$ cat config.mk
export PLATFORM = sky130hd
export DESIGN_NAME = stepper_trapezoid_ramp
export DESIGN_NICKNAME = d
export VERILOG_FILES = /design/src/design/stramp_pkg.sv /design/src/design/stramp_div.sv /design/src/design/stramp_dp.sv /design/src/design/stramp_ctrl.sv /design/src/design/stepper_trapezoid_ramp.sv
export SDC_FILE = /design/constraint.sdc
export NUM_CORES = 2
export LEC_CHECK = 0
export ABC_AREA = 0
export CAP_MARGIN = 0
export CORE_UTILIZATION = 50
export CTS_BUF_LIST = sky130_fd_sc_hd__clkbuf_16
export CTS_CLUSTER_DIAMETER = 40
export DETAILED_ROUTE_END_ITERATION = 8
export DONT_BUFFER_PORTS = 1
export PLACE_DENSITY = 0.72
export SLEW_MARGIN = 40
export SYNTH_ARGS = -nofsm -noshare
export SYNTH_HDL_FRONTEND = slang
export SYNTH_SLANG_ARGS = --single-unit
$ cat constraint.sdc
create_clock -name clk -period 11.6 [get_ports clk]
set_input_delay 1.74 -clock clk [delete_from_list [all_inputs] [get_ports clk]]
set_output_delay 1.74 -clock clk [all_outputs]
set_load 0.01 [all_outputs]
$ cat src/design/stramp_pkg.sv
// ----------------------------------------------------------------------------
// stramp_pkg
// Shared widths, reset values, codes and control/status types of the
// stepper trapezoid ramp profiler.
// ----------------------------------------------------------------------------
package stramp_pkg;

    localparam int STEP_BITS  = 24;
    localparam int DELAY_W    = 16;
    localparam int INC_W      = DELAY_W - 1;
    localparam int FULL_W     = 23;
    localparam int RATE_W     = 16;
    localparam int CFG_IDX_W  = 3;
    localparam int CFG_DATA_W = 23;

    // Step magnitude, signed ramp index, ramp divisor and divider dividend.
    localparam int MAG_W  = STEP_BITS;
    localparam int IDX_W  = STEP_BITS + 1;
    localparam int DEN_W  = STEP_BITS + 2;
    localparam int PROD_W = STEP_BITS + RATE_W;
    localparam int CNT_W  = $clog2(PROD_W + 1);

    localparam logic [DELAY_W-1:0] RST_MIN_DELAY   = 16'd100;
    localparam logic [DELAY_W-1:0] RST_FIRST_DELAY = 16'd10000;
    localparam logic [FULL_W-1:0]  RST_FULL_STEPS  = 23'd100;
    localparam logic [RATE_W-1:0]  RST_ACCEL_RATE  = 16'd100;
    localparam logic [RATE_W-1:0]  RST_DECEL_RATE  = 16'd100;
    localparam logic [DELAY_W-1:0] ONE_STEP_DELAY  = 16'd1000;

    typedef enum logic [CFG_IDX_W-1:0] {
        CFG_MIN_DELAY   = 3'd0,
        CFG_FIRST_DELAY = 3'd1,
        CFG_FULL_STEPS  = 3'd2,
        CFG_ACCEL_RATE  = 3'd3,
        CFG_DECEL_RATE  = 3'd4
    } cfg_idx_t;

    typedef enum logic [1:0] {
        PH_STOP  = 2'd0,
        PH_ACCEL = 2'd1,
        PH_RUN   = 2'd2,
        PH_DECEL = 2'd3
    } phase_t;

    typedef struct packed {
        logic accept;
        logic decode;
        logic start;
        logic mul;
        logic mul_len;
        logic div_go;
        logic lim;
        logic len_quot;
        logic clamp;
        logic setlen;
        logic step;
        logic ramp_end;
        logic out_load;
    } dp_cmd_t;

    typedef struct packed {
        logic is_event;
        logic mag_zero;
        logic mag_one;
        logic running;
        logic toggle_half;
        logic lim_fits;
        logic phase_ramp;
        logic div_busy;
    } dp_status_t;

endpackage

$ cat src/design/stramp_div.sv
// ----------------------------------------------------------------------------
// stramp_div
// Restoring unsigned divider, one quotient bit per cycle.
// ----------------------------------------------------------------------------
module stramp_div (
    input  logic                           clk,
    input  logic                           rst_n,
    input  logic                           start,
    input  logic [stramp_pkg::PROD_W-1:0]  dividend,
    input  logic [stramp_pkg::DEN_W-1:0]   divisor,
    output logic                           busy,
    output logic [stramp_pkg::PROD_W-1:0]  quotient,
    output logic [stramp_pkg::DEN_W-1:0]   remainder
);
    import stramp_pkg::*;

    logic              busy_reg;
    logic [CNT_W-1:0]  cnt_reg;
    logic [PROD_W-1:0] quo_reg;
    logic [DEN_W-1:0]  rem_reg;
    logic [DEN_W-1:0]  dvs_reg;
    logic [DEN_W:0]    trial;
    logic              fits;
    logic [DEN_W-1:0]  rem_next;

    // The partial remainder stays below the divisor, so both branches fit.
    always_comb
    begin
        trial    = {rem_reg, quo_reg[PROD_W-1]};
        fits     = trial >= {1'b0, dvs_reg};
        rem_next = fits ? DEN_W'(trial - {1'b0, dvs_reg}) : trial[DEN_W-1:0];
    end

    always_ff @(posedge clk or negedge rst_n)
    begin
        if (!rst_n)
        begin
            busy_reg <= 1'b0;
            cnt_reg  <= '0;
        end
        else if (start)
        begin
            busy_reg <= 1'b1;
            cnt_reg  <= CNT_W'(PROD_W);
        end
        else if (busy_reg)
        begin
            cnt_reg <= cnt_reg - 1'b1;
            if (cnt_reg == CNT_W'(1))
            begin
                busy_reg <= 1'b0;
            end
        end
    end

    always_ff @(posedge clk)
    begin
        if (start)
        begin
            quo_reg <= dividend;
            rem_reg <= '0;
            dvs_reg <= divisor;
        end
        else if (busy_reg)
        begin
            quo_reg <= {quo_reg[PROD_W-2:0], fits};
            rem_reg <= rem_next;
        end
    end

    assign busy      = busy_reg;
    assign quotient  = quo_reg;
    assign remainder = rem_reg;

endmodule

$ cat src/design/stramp_dp.sv
// ----------------------------------------------------------------------------
// stramp_dp
// Datapath: configuration, move state, ramp arithmetic and result register.
// ----------------------------------------------------------------------------
module stramp_dp (
    input  logic                              clk,
    input  logic                              rst_n,
    input  logic                              cfg_we,
    input  logic [stramp_pkg::CFG_IDX_W-1:0]  cfg_index,
    input  logic [stramp_pkg::CFG_DATA_W-1:0] cfg_data,
    input  logic                              command,
    input  logic [stramp_pkg::MAG_W-1:0]      move_steps,
    input  stramp_pkg::dp_cmd_t               cmd,
    output stramp_pkg::dp_status_t            status,
    output logic [stramp_pkg::INC_W-1:0]      compare_increment,
    output logic                              direction,
    output logic [1:0]                        phase,
    output logic                              timer_enable,
    output logic                              pulse_done
);
    import stramp_pkg::*;

    // Configuration
    logic [DELAY_W-1:0] min_delay_reg;
    logic [DELAY_W-1:0] first_delay_reg;
    logic [FULL_W-1:0]  full_steps_reg;
    logic [RATE_W-1:0]  accel_rate_reg;
    logic [RATE_W-1:0]  decel_rate_reg;

    // Move state
    phase_t                   run_phase_reg;
    logic                     dir_reg;
    logic [DELAY_W-1:0]       delay_reg;
    logic [MAG_W-1:0]         steps_reg;
    logic signed [IDX_W-1:0]  ramp_reg;
    logic [DEN_W-1:0]         rem_reg;
    logic [MAG_W-1:0]         begin_reg;
    logic signed [IDX_W-1:0]  lenneg_reg;
    logic [DELAY_W-1:0]       last_reg;
    logic                     toggle_reg;
    logic                     running_reg;

    // Working registers
    logic               in_event_reg;
    logic [MAG_W-1:0]   mag_reg;
    logic               neg_reg;
    logic [INC_W-1:0]   inc_reg;
    logic               pulse_reg;
    logic [PROD_W-1:0]  prod_reg;
    logic [DEN_W-1:0]   den_reg;
    logic [PROD_W-1:0]  len_wide_reg;
    logic [MAG_W-1:0]   len_reg;

    // Result register
    logic [INC_W-1:0]   out_inc_reg;
    logic               out_dir_reg;
    phase_t             out_phase_reg;
    logic               out_ten_reg;
    logic               out_pulse_reg;

    logic [MAG_W-1:0]        mag_in;
    logic [RATE_W-1:0]       accel_eff;
    logic [RATE_W-1:0]       decel_eff;
    logic [FULL_W-1:0]       full_eff;
    logic [RATE_W:0]         rate_sum;
    logic [MAG_W-1:0]        mul_x;
    logic [RATE_W-1:0]       mul_y;
    logic [PROD_W-1:0]       product;
    logic [PROD_W-1:0]       div_quot;
    logic [DEN_W-1:0]        div_rem;
    logic                    div_busy;
    logic [MAG_W-1:0]        lim_raw;
    logic [MAG_W-1:0]        lim_eff;
    logic [MAG_W-1:0]        len_clamp;
    logic signed [IDX_W-1:0] n_next;
    logic [DEN_W-1:0]        den_next;
    logic [PROD_W-1:0]       ramp_num;
    logic [DELAY_W-1:0]      ramp_delay;
    logic [MAG_W-1:0]        steps_inc;
    logic [DELAY_W-1:0]      start_delay;
    logic                    start_run;

    stramp_div u_div (
        .clk       (clk),
        .rst_n     (rst_n),
        .start     (cmd.div_go),
        .dividend  (prod_reg),
        .divisor   (den_reg),
        .busy      (div_busy),
        .quotient  (div_quot),
        .remainder (div_rem)
    );

    always_comb
    begin
        mag_in    = move_steps[MAG_W-1] ? MAG_W'(MAG_W'(0) - move_steps) : move_steps;
        accel_eff = (accel_rate_reg == '0) ? RATE_W'(1) : accel_rate_reg;
        decel_eff = (decel_rate_reg == '0) ? RATE_W'(1) : decel_rate_reg;
        full_eff  = (full_steps_reg == '0) ? FULL_W'(1) : full_steps_reg;
        rate_sum  = {1'b0, accel_eff} + {1'b0, decel_eff};
        mul_x     = cmd.mul_len ? MAG_W'(full_eff) : mag_reg;
        mul_y     = cmd.mul_len ? accel_eff : decel_eff;
        product   = PROD_W'(mul_x) * PROD_W'(mul_y);

        lim_raw = div_quot[MAG_W-1:0];
        lim_eff = (lim_raw == '0) ? MAG_W'(1) : lim_raw;

        if (len_wide_reg == '0)
        begin
            len_clamp = MAG_W'(1);
        end
        else if (len_wide_reg > PROD_W'(mag_reg))
        begin
            len_clamp = mag_reg;
        end
        else
        begin
            len_clamp = len_wide_reg[MAG_W-1:0];
        end

        // For a negative index, ~(4n) equals 4|n| - 1.
        n_next   = ramp_reg + IDX_W'(1);
        den_next = n_next[IDX_W-1] ? DEN_W'(~{n_next, 2'b00}) : DEN_W'({n_next, 2'b01});
        ramp_num = PROD_W'({delay_reg, 1'b0}) + PROD_W'(rem_reg);

        // Accelerating steps shrink the delay, decelerating steps grow it.
        ramp_delay = ramp_reg[IDX_W-1] ? delay_reg + div_quot[DELAY_W-1:0]
                                       : delay_reg - div_quot[DELAY_W-1:0];

        steps_inc   = steps_reg + MAG_W'(1);
        start_run   = first_delay_reg <= min_delay_reg;
        start_delay = start_run ? min_delay_reg : first_delay_reg;
    end

    always_comb
    begin
        status.is_event    = in_event_reg;
        status.mag_zero    = mag_reg == '0;
        status.mag_one     = mag_reg == MAG_W'(1);
        status.running     = running_reg;
        status.toggle_half = toggle_reg;
        status.lim_fits    = lim_eff <= MAG_W'(full_eff);
        status.phase_ramp  = (run_phase_reg == PH_ACCEL) || (run_phase_reg == PH_DECEL);
        status.div_busy    = div_busy;
    end

    always_ff @(posedge clk or negedge rst_n)
    begin
        if (!rst_n)
        begin
            min_delay_reg   <= RST_MIN_DELAY;
            first_delay_reg <= RST_FIRST_DELAY;
            full_steps_reg  <= RST_FULL_STEPS;
            accel_rate_reg  <= RST_ACCEL_RATE;
            decel_rate_reg  <= RST_DECEL_RATE;
        end
        else if (cfg_we)
        begin
            unique case (cfg_idx_t'(cfg_index))
                CFG_MIN_DELAY:   min_delay_reg   <= cfg_data[DELAY_W-1:0];
                CFG_FIRST_DELAY: first_delay_reg <= cfg_data[DELAY_W-1:0];
                CFG_FULL_STEPS:  full_steps_reg  <= cfg_data[FULL_W-1:0];
                CFG_ACCEL_RATE:  accel_rate_reg  <= cfg_data[RATE_W-1:0];
                CFG_DECEL_RATE:  decel_rate_reg  <= cfg_data[RATE_W-1:0];
                default:         ;
            endcase
        end
    end

    always_ff @(posedge clk or negedge rst_n)
    begin
        if (!rst_n)
        begin
            run_phase_reg <= PH_STOP;
            dir_reg       <= 1'b0;
            delay_reg     <= '0;
            steps_reg     <= '0;
            ramp_reg      <= '0;
            rem_reg       <= '0;
            begin_reg     <= '0;
            lenneg_reg    <= '0;
            last_reg      <= '0;
            toggle_reg    <= 1'b0;
            running_reg   <= 1'b0;
        end
        else
        begin
            if (cmd.decode && in_event_reg && running_reg)
            begin
                toggle_reg <= ~toggle_reg;
            end

            if (cmd.start)
            begin
                dir_reg     <= neg_reg;
                steps_reg   <= '0;
                rem_reg     <= '0;
                toggle_reg  <= 1'b0;
                last_reg    <= min_delay_reg;
                running_reg <= 1'b1;
                if (mag_reg == MAG_W'(1))
                begin
                    run_phase_reg <= PH_DECEL;
                    ramp_reg      <= -IDX_W'(1);
                    delay_reg     <= ONE_STEP_DELAY;
                end
                else
                begin
                    run_phase_reg <= start_run ? PH_RUN : PH_ACCEL;
                    ramp_reg      <= '0;
                    delay_reg     <= start_delay;
                end
            end

            if (cmd.setlen)
            begin
                lenneg_reg <= IDX_W'(0) - IDX_W'(len_reg);
                begin_reg  <= mag_reg - len_reg;
            end

            if (cmd.step)
            begin
                case (run_phase_reg)
                    PH_ACCEL, PH_DECEL:
                    begin
                        steps_reg <= steps_inc;
                        ramp_reg  <= n_next;
                    end
                    PH_RUN:
                    begin
                        steps_reg <= steps_inc;
                        if (steps_inc >= begin_reg)
                        begin
                            ramp_reg      <= lenneg_reg;
                            delay_reg     <= last_reg;
                            run_phase_reg <= PH_DECEL;
                        end
                        else
                        begin
                            delay_reg <= min_delay_reg;
                        end
                    end
                    default:
                    begin
                        steps_reg <= '0;
                        rem_reg   <= '0;
                        delay_reg <= '0;
                    end
                endcase
            end

            if (cmd.ramp_end)
            begin
                if (run_phase_reg == PH_ACCEL)
                begin
                    if (steps_reg >= begin_reg)
                    begin
                        rem_reg       <= div_rem;
                        ramp_reg      <= lenneg_reg;
                        run_phase_reg <= PH_DECEL;
                        delay_reg     <= ramp_delay;
                    end
                    else if (ramp_delay <= min_delay_reg)
                    begin
                        last_reg      <= ramp_delay;
                        delay_reg     <= min_delay_reg;
                        rem_reg       <= '0;
                        run_phase_reg <= PH_RUN;
                    end
                    else
                    begin
                        rem_reg   <= div_rem;
                        delay_reg <= ramp_delay;
                    end
                end
                else
                begin
                    rem_reg   <= div_rem;
                    delay_reg <= ramp_delay;
                    // The last decelerating step brings the index up to zero.
                    if (!ramp_reg[IDX_W-1])
                    begin
                        run_phase_reg <= PH_STOP;
                        running_reg   <= 1'b0;
                    end
                end
            end
        end
    end

    always_ff @(posedge clk)
    begin
        if (cmd.accept)
        begin
            in_event_reg <= command;
            mag_reg      <= mag_in;
            neg_reg      <= move_steps[MAG_W-1];
        end

        if (cmd.decode)
        begin
            inc_reg   <= delay_reg[DELAY_W-1:1];
            pulse_reg <= in_event_reg && running_reg && toggle_reg;
        end

        if (cmd.start)
        begin
            inc_reg <= (mag_reg == MAG_W'(1)) ? ONE_STEP_DELAY[DELAY_W-1:1]
                                              : start_delay[DELAY_W-1:1];
        end

        if (cmd.mul)
        begin
            prod_reg <= product;
            den_reg  <= cmd.mul_len ? DEN_W'(decel_eff) : DEN_W'(rate_sum);
        end

        if (cmd.step)
        begin
            prod_reg <= ramp_num;
            den_reg  <= den_next;
        end

        if (cmd.lim)
        begin
            len_wide_reg <= PROD_W'(mag_reg - lim_eff);
        end

        if (cmd.len_quot)
        begin
            len_wide_reg <= div_quot;
        end

        if (cmd.clamp)
        begin
            len_reg <= len_clamp;
        end

        if (cmd.out_load)
        begin
            out_inc_reg   <= inc_reg;
            out_dir_reg   <= dir_reg;
            out_phase_reg <= run_phase_reg;
            out_ten_reg   <= running_reg;
            out_pulse_reg <= pulse_reg;
        end
    end

    assign compare_increment = out_inc_reg;
    assign direction         = out_dir_reg;
    assign phase             = out_phase_reg;
    assign timer_enable      = out_ten_reg;
    assign pulse_done        = out_pulse_reg;

endmodule

$ cat src/design/stramp_ctrl.sv
// ----------------------------------------------------------------------------
// stramp_ctrl
// Sequencer: walks each item through decode, setup arithmetic or one ramp
// step, and hands the result to the output register.
// ----------------------------------------------------------------------------
module stramp_ctrl (
    input  logic                   clk,
    input  logic                   rst_n,
    input  logic                   in_valid,
    output logic                   in_ready,
    output logic                   out_valid,
    input  logic                   out_ready,
    input  stramp_pkg::dp_status_t status,
    output stramp_pkg::dp_cmd_t    cmd
);
    import stramp_pkg::*;

    typedef enum logic [17:0] {
        S_IDLE   = 18'h00001,
        S_DECODE = 18'h00002,
        S_START  = 18'h00004,
        S_MUL1   = 18'h00008,
        S_DGO1   = 18'h00010,
        S_DIV1   = 18'h00020,
        S_LIM    = 18'h00040,
        S_MUL2   = 18'h00080,
        S_DGO2   = 18'h00100,
        S_DIV2   = 18'h00200,
        S_LEN2   = 18'h00400,
        S_CLAMP  = 18'h00800,
        S_SETLEN = 18'h01000,
        S_STEP   = 18'h02000,
        S_DGOR   = 18'h04000,
        S_DIVR   = 18'h08000,
        S_REND   = 18'h10000,
        S_OUT    = 18'h20000
    } state_t;

    state_t state_reg;
    state_t state_next;
    logic   out_valid_reg;
    logic   out_valid_next;

    always_comb
    begin
        cmd        = '0;
        state_next = state_reg;
        unique case (state_reg)
            S_IDLE:
            begin
                cmd.accept = in_valid;
                if (in_valid)
                begin
                    state_next = S_DECODE;
                end
            end
            S_DECODE:
            begin
                cmd.decode = 1'b1;
                if (!status.is_event && !status.mag_zero)
                begin
                    state_next = S_START;
                end
                else if (status.is_event && status.running && status.toggle_half)
                begin
                    state_next = S_STEP;
                end
                else
                begin
                    state_next = S_OUT;
                end
            end
            S_START:
            begin
                cmd.start  = 1'b1;
                state_next = status.mag_one ? S_OUT : S_MUL1;
            end
            S_MUL1:
            begin
                cmd.mul    = 1'b1;
                state_next = S_DGO1;
            end
            S_DGO1:
            begin
                cmd.div_go = 1'b1;
                state_next = S_DIV1;
            end
            S_DIV1:
            begin
                if (!status.div_busy)
                begin
                    state_next = S_LIM;
                end
            end
            S_LIM:
            begin
                cmd.lim    = 1'b1;
                state_next = status.lim_fits ? S_CLAMP : S_MUL2;
            end
            S_MUL2:
            begin
                cmd.mul     = 1'b1;
                cmd.mul_len = 1'b1;
                state_next  = S_DGO2;
            end
            S_DGO2:
            begin
                cmd.div_go = 1'b1;
                state_next = S_DIV2;
            end
            S_DIV2:
            begin
                if (!status.div_busy)
                begin
                    state_next = S_LEN2;
                end
            end
            S_LEN2:
            begin
                cmd.len_quot = 1'b1;
                state_next   = S_CLAMP;
            end
            S_CLAMP:
            begin
                cmd.clamp  = 1'b1;
                state_next = S_SETLEN;
            end
            S_SETLEN:
            begin
                cmd.setlen = 1'b1;
                state_next = S_OUT;
            end
            S_STEP:
            begin
                cmd.step   = 1'b1;
                state_next = status.phase_ramp ? S_DGOR : S_OUT;
            end
            S_DGOR:
            begin
                cmd.div_go = 1'b1;
                state_next = S_DIVR;
            end
            S_DIVR:
            begin
                if (!status.div_busy)
                begin
                    state_next = S_REND;
                end
            end
            S_REND:
            begin
                cmd.ramp_end = 1'b1;
                state_next   = S_OUT;
            end
            S_OUT:
            begin
                // The result register takes the item once its previous item is gone.
                cmd.out_load = !out_valid_reg || out_ready;
                if (cmd.out_load)
                begin
                    state_next = S_IDLE;
                end
            end
            default:
            begin
                state_next = S_IDLE;
            end
        endcase
    end

    always_comb
    begin
        if (cmd.out_load)
        begin
            out_valid_next = 1'b1;
        end
        else if (out_ready)
        begin
            out_valid_next = 1'b0;
        end
        else
        begin
            out_valid_next = out_valid_reg;
        end
    end

    always_ff @(posedge clk or negedge rst_n)
    begin
        if (!rst_n)
        begin
            state_reg     <= S_IDLE;
            out_valid_reg <= 1'b0;
        end
        else
        begin
            state_reg     <= state_next;
            out_valid_reg <= out_valid_next;
        end
    end

    assign in_ready  = state_reg == S_IDLE;
    assign out_valid = out_valid_reg;

endmodule

$ cat src/design/stepper_trapezoid_ramp.sv
// ----------------------------------------------------------------------------
// stepper_trapezoid_ramp
// Stepper move profiler with a linear speed ramp and remainder carry.
// Ignored items, half-step events, run-phase steps and one-step starts
// need no division; an accelerating or decelerating step uses the
// bit-serial divider once, and a longer start uses it once or twice.
// One item at a time; the next item is accepted once the result is
// registered, while that result may still wait for the consumer.
// Reset clears all move state and loads the default configuration at once.
// ----------------------------------------------------------------------------
module stepper_trapezoid_ramp (
    input  logic                                    clk,
    input  logic                                    rst_n,
    input  logic                                    cfg_we,
    input  logic [stramp_pkg::CFG_IDX_W-1:0]        cfg_index,
    input  logic [stramp_pkg::CFG_DATA_W-1:0]       cfg_data,
    input  logic                                    in_valid,
    output logic                                    in_ready,
    input  logic                                    command,
    input  logic signed [stramp_pkg::STEP_BITS-1:0] move_steps,
    output logic                                    out_valid,
    input  logic                                    out_ready,
    output logic [stramp_pkg::INC_W-1:0]            compare_increment,
    output logic                                    direction,
    output logic [1:0]                              phase,
    output logic                                    timer_enable,
    output logic                                    pulse_done
);
    import stramp_pkg::*;

    dp_cmd_t    cmd;
    dp_status_t status;

    stramp_ctrl u_ctrl (
        .clk       (clk),
        .rst_n     (rst_n),
        .in_valid  (in_valid),
        .in_ready  (in_ready),
        .out_valid (out_valid),
        .out_ready (out_ready),
        .status    (status),
        .cmd       (cmd)
    );

    stramp_dp u_dp (
        .clk               (clk),
        .rst_n             (rst_n),
        .cfg_we            (cfg_we),
        .cfg_index         (cfg_index),
        .cfg_data          (cfg_data),
        .command           (command),
        .move_steps        (move_steps),
        .cmd               (cmd),
        .status            (status),
        .compare_increment (compare_increment),
        .direction         (direction),
        .phase             (phase),
        .timer_enable      (timer_enable),
        .pulse_done        (pulse_done)
    );

    // Work on an item blocks the input until its result is registered.
    a_busy_after_accept: assert property (
        @(posedge clk) disable iff (!rst_n)
        (in_valid && in_ready) |=> !in_ready
    ) else $error("input accepted while an item is in flight");

    // The timer runs exactly when the profile is not stopped.
    a_stop_matches_timer: assert property (
        @(posedge clk) disable iff (!rst_n)
        out_valid |-> ((phase == PH_STOP) == !timer_enable)
    ) else $error("stop phase and timer enable disagree");

    // The divider only runs on behalf of an accepted item.
    a_div_idle: assert property (
        @(posedge clk) disable iff (!rst_n)
        status.div_busy |-> !in_ready
    ) else $error("divider busy while the block is idle");

endmodule
-- After elaboration in Yosys (flattened, before gate mapping)
Cells that the tools add are included.
- flip-flop bits (word level): 558
- latch bits: 0
- memory bits (writable): 0
- memory bits (read-only): 0
- bits of input ports: 56
- output and inout bits: 22
- logic and storage cells: 231
- memories kept: 0
- $add $sub $neg: 12
- multiply operators: 1
- div/mod/pow operators: 0
- order comparisons: 7
- equal/unequal tests: 32
- shift-type cells: 0
- multiplexer cells: 104
- bitwise gates (word level): 2
- reductions and logical operators: 35
- operator list (operator ; number):
    18-bit case mux with 17 select lines ; 1
    16-bit 2-to-1 mux ; 18
    26-bit 2-to-1 mux ; 11
    40-bit 2-to-1 mux ; 6
    25-bit 2-to-1 mux ; 7
    18-bit 2-to-1 mux ; 9
    24-bit 2-to-1 mux ; 6
    25-bit case mux with 2 select lines ; 1
    24-bit >= comparator ; 2
    24-bit zero test ; 2
    23-bit 2-to-1 mux ; 2
    15-bit 2-to-1 mux ; 3
    40-bit by 24-bit > comparator with 1-bit output ; 1
    40-bit zero test ; 1
    24-bit by 16-bit multiplier with 40-bit output ; 1
    16-bit <= comparator ; 2
    16-bit zero test ; 2
    16-bit case mux with 2 select lines ; 1
    17-bit by 26-bit adder with 27-bit output ; 1
    27-bit by 26-bit >= comparator with 1-bit output ; 1
    26-bit inverter ; 1
    26-bit subtractor ; 1
    25-bit by 2-bit adder with 25-bit output (second input constant) ; 1
    1-bit by 24-bit subtractor with 25-bit output (first input constant) ; 1
    other kinds (52) ; 111

-- Longest topological paths before layout
- depth in word-level cells: 11
- mapped depth: 34
- mapped depth without buffers: 32

-- By module
A second synthesis with hierarchy kept.
- cells, all modules: 5000
- area total of the unflattened synthesis: 47176.5 um^2
- by module, submodules not included (module ; instances ; cells each ; area each (um^2)):
    stramp_dp ; 1 ; 4378 ; 40531.4
    stramp_div ; 1 ; 506 ; 5502.8
    stramp_ctrl ; 1 ; 116 ; 1142.3

-- Least setup slack after synthesis
OpenSTA, ideal clock, no wires.
- path kind: reg2reg
- start point: register u_ctrl.state_reg[5]
- end point: register u_dp.prod_reg[37] (data pin)
- data arrival time: 8.177 ns
- required time: 11.334 ns
- path slack: 3.157 ns
- stages on the path, launching flop included: 31
- path buffers: 2
- period minus slack after synthesis: 8.443 ns
- cell sequence: dfrtp_1 > or4_4 > nor4_1 > nand2_1 > or3_4 > or3b_4 > buf_6 > nor2_1 > a21o_1 > buf_4 > nand2_1 > fa_1 > inv_1 > fa_1 > fa_1 > fa_1 > fa_1 > inv_1 > fa_1 > inv_1 > ha_1 > a2111oi_0 > o21ai_0 > a211oi_1 > inv_1 > o311ai_0 > o21ai_0 > a211o_1 > a21oi_1 > xor2_1 > nor2_1
- longest elaborated chain between the ends: 6
- elaborated cells between the ends (all ways): 9
- RTL lines (item ; line ; text):
    from (decl) ; stramp_ctrl.sv:39 ; state_t state_reg;
    from (signal assigned) ; stramp_ctrl.sv:196 ; state_reg <= state_next;
    18-bit by 8-bit equality test with 1-bit output ; stramp_ctrl.sv:48 ; unique case (state_reg)
    1-bit 2-to-1 mux ; stramp_ctrl.sv:48 ;
    24-bit 2-to-1 mux or 16-bit 2-to-1 mux (tied branches) ; stramp_dp.sv:101, stramp_dp.sv:102 ;
    24-bit by 16-bit multiplier with 40-bit output ; stramp_dp.sv:103 ; product = PROD_W'(mul_x) * PROD_W'(mul_y);
    40-bit 2-to-1 mux ; stramp_dp.sv:312 ; if (cmd.mul)
    40-bit 2-to-1 mux (*) ; stramp_dp.sv:318 ; if (cmd.step)
    to (signal assigned) ; stramp_dp.sv:314 ; prod_reg <= product;
    to (signal assigned) ; stramp_dp.sv:320 ; prod_reg <= ramp_num;
    to (decl) ; stramp_dp.sv:49 ; logic [PROD_W-1:0] prod_reg;
Every way passes the cells marked *; elsewhere a longest branch is shown, timed or not. The select of a mux whose other input is x is not followed.
A chain may end at the register's enable or synchronous reset.

-- Final worst setup path
- start point: register u_ctrl.state_reg[5]
- end point: register u_dp.prod_reg[39] (data pin)
Same word-level chain as after synthesis.

==> PnR_summary.wiki <==
{| class="wikitable"
! Metric !! Value
|-
| Yosys cell types || 100
|-
| Vias after detailed routing || 37900
|-
| Critical Path Most Common Cell || fa_1
|-
| Worst stage delay on the critical path || ~0.7 ns
|-
| RSZ-0062 raised after global routing || false
|-
| Row cnt || around 110
|-
| Total negative slack || 0 ns
|-
| Number of standard cells after synthesis || 5043
|-
| Deepest level of the CTS H-tree || 3
|-
| Iter 0 DRT Violations || between 3000 and 4000
|-
| GRT Util Overall || 0.316
|-
| Global-route wire length before repair || approximately 230000 um
|-
| Remaining antenna violation count || 0
|-
| Worst slew slack as a fraction of its limit || 0.426
|-
| Total grt overflow || 0
|-
| Synthesis-stage register bit count || approximately 560
|-
| Area of the mapped netlist || 46800 um^2
|-
| Max Clk Rate || 99.9 MHz
|-
| Worst slew pin tran || ~0.86 ns
|-
| Count of input and output buffers || 0
|-
| Crit path max-delay cell type || and4bb_2
|-
| Synth warn || 0
|-
| Critical Path AT || 10.40 ns
|-
| Total setup violations reported at the end of the flow || 0
|-
| Width of the die || around 310 um
|-
| DRC || 0
|-
| Initial Utilization || 0.507
|-
| Weighted congestion reported at the end of routability-driven placement || about 1.1
|-
| Largest net degree at the start of global routing || between 200 and 300
|-
| Hold WC Path Type || reg2reg
|-
| Clock-pin transition on the worst setup and hold timing paths || ~0.060 ns
|-
| Syn-to-layout area delta || 8.62%
|-
| Per-cell via count in the routed design || slightly above 6
|-
| Number of pins with negative max-slew slack in the final report || 0
|-
| Final hold vios || 0
|-
| Inserted Clock Buffers || 82
|-
| Syn_nets || about 5800
|-
| Area of the multi-input gates || 28600 um^2
|-
| Reg area || between 15000 and 20000 um^2
|-
| Vias in the first global route || roughly 37000
|-
| Number of flops mapped to enable cells by yosys || 258
|-
| Clk buf depth || 3
|-
| Std-Cell Core Area || roughly 92000 um^2
|-
| Synthesized area per cell || 9.28 um^2
|-
| Max Fanout on Critical Path || 25
|-
| Post-CTS Setup Inserts || 0
|-
| Final Critical Period || around 10 ns
|-
| Number of gates given a new drive strength after cts || 0
|-
| Max-cap viol count || 0
|-
| Overall die area || 94800 um^2
|-
| Hold_buf cts || 0
|-
| Clk_lat worst skew || between 0.6 and 0.7 ns
|-
| Most frequent standard cell in the layout excluding fill and tap cells || nand2_1
|-
| Antenna violations before repair || 9
|-
| First drt pass iteration count || 8
|-
| Required time of the critical path || 11.99 ns
|-
| Worst Path Class, Setup || reg2reg
|-
| Post-synth ARST share || 0.491
|-
| Crit end category || flop
|-
| Result of the run || finished, final reports clean
|-
| Detailed Route WL || roughly 150000 um
|-
| Most used flip-flop cell after synthesis || edfxtp_1
|-
| Post-synthesis sequential area ratio || 0.324
|-
| Startpoint types || flop
|-
| TritonCTS clock tree || done
|-
| Mean routed wirelength per cell || 23.7 um
|-
| Die height || ~300 um
|-
| Share of layout cells above drive strength 1 || 0.0767
|-
| Layout net count || about 5700
|-
| Post-detail-place hpwl || about 110000 um
|-
| Filler Cells Inserted || between 8000 and 9000
|-
| Most used cells in the layout excluding fill and tap cells || 647 x nand2_1, 582 x inv_1, 373 x nor2_1
|-
| Library cell used as clock root buffer || clkbuf_16
|-
| Boundary Pins || just under 80
|-
| Total clock sinks || ~560
|-
| Post-route clock period utilization || 0.863
|-
| Worst clock skew || between 0.04 and 0.05 ns
|}
-- worst max-delay path, delay by kind of cell, from the launching register on --
family | cells | cell delay [ns]
and+or+nand+nor | 11 | 3.22
DFF | 1 | 0.45
AOI/OAI and AO/OA | 5 | 1.73
xor gates and xnor gates | 1 | 0.14
adders and majority gates | 7 | 3.52
buffers and inverters | 6 | 0.64
-- cells in the mapped netlist, types with 86 or more instances --
cell	number	area [um^2]
xnor2_1	182	1590
edfxtp_1	258	7750
nor2_1	378	1420
ha_1	366	4580
fa_1	312	6250
a21o_1	108	811
xor2_1	86	753
nand2_1	651	2440
dfrtp_1	256	6410
o21ai_0	354	1770
clkbuf_1	165	619
a21oi_1	214	1070
inv_1	577	2170
-- metrics by stage --
step | utilization | cells | setup WS (ns) | hold WS (ns) | cell area [um^2]
3_5_place_dp | 0.520 | 6111 | 1.82 | 0.405 | 47900
2_1_floorplan | - | 5043 | 3.16 | 0.400 | 46800
5_1_grt | 0.551 | 6265 | 1.12 | 0.413 | 50800
4_1_cts | 0.551 | 6264 | 1.81 | 0.412 | 50800
6_report | 0.551 | 6268 | 1.59 | 0.415 | 50800
3_3_place_gp | 0.518 | 6105 | 1.83 | 0.401 | 47800
-- metal layers --
metal  vias up  wire length (um)  GRT usage
met2      1906             65800      0.489
met5         -                71          0
met1     18500             57900      0.409
met4        10             10600      0.200
met3       482             14400     0.0598
li1      17100                 -          -
-- final cells by class --
type,count,area share
diodes,4,0.000197
clock buffers,84,0.0414
clock inverters,69,0.0155
inverters,577,0.0426
multi-input cells,3677,0.563
flip-flops and latches,558,0.298
well taps,1243,0.0306
repair buffers,56,0.00896
-- kinds of logic after synthesis --
family                   Yosys count  share of synthesized area
XOR/XNOR                         270                     0.0511
buffers and inverters            808                     0.0686
AND/OR/NAND/NOR                 1550                      0.153
multiplexers                     136                     0.0307
adder cells (fa/ha/maj)          678                      0.231
AO/OA/AOI/OAI                   1043                      0.142
flip-flops                       558                      0.324
-- path summary, 6_finish.rpt --
check,startpoint,end,cells past startpoint,slack [ns]
worst max register to register,u_ctrl.state_reg[5],u_dp.prod_reg[39],30,1.59
min in group asynchronous,rst_n,u_dp.lenneg_reg[8],0,0.79
max in group asynchronous,rst_n,u_dp.u_div.busy,0,10.18
worst min register to register,u_dp.den_reg[0],u_dp.u_div.dvs_reg[0],0,0.41
worst max-delay path,u_ctrl.state_reg[5],u_dp.prod_reg[39],30,1.59
worst min-delay path,u_dp.den_reg[0],u_dp.u_div.dvs_reg[0],0,0.41
Power is left out: the tool's default activity adds up to more than one toggle a clock period on the data nets, which glitch-free logic cannot reach.
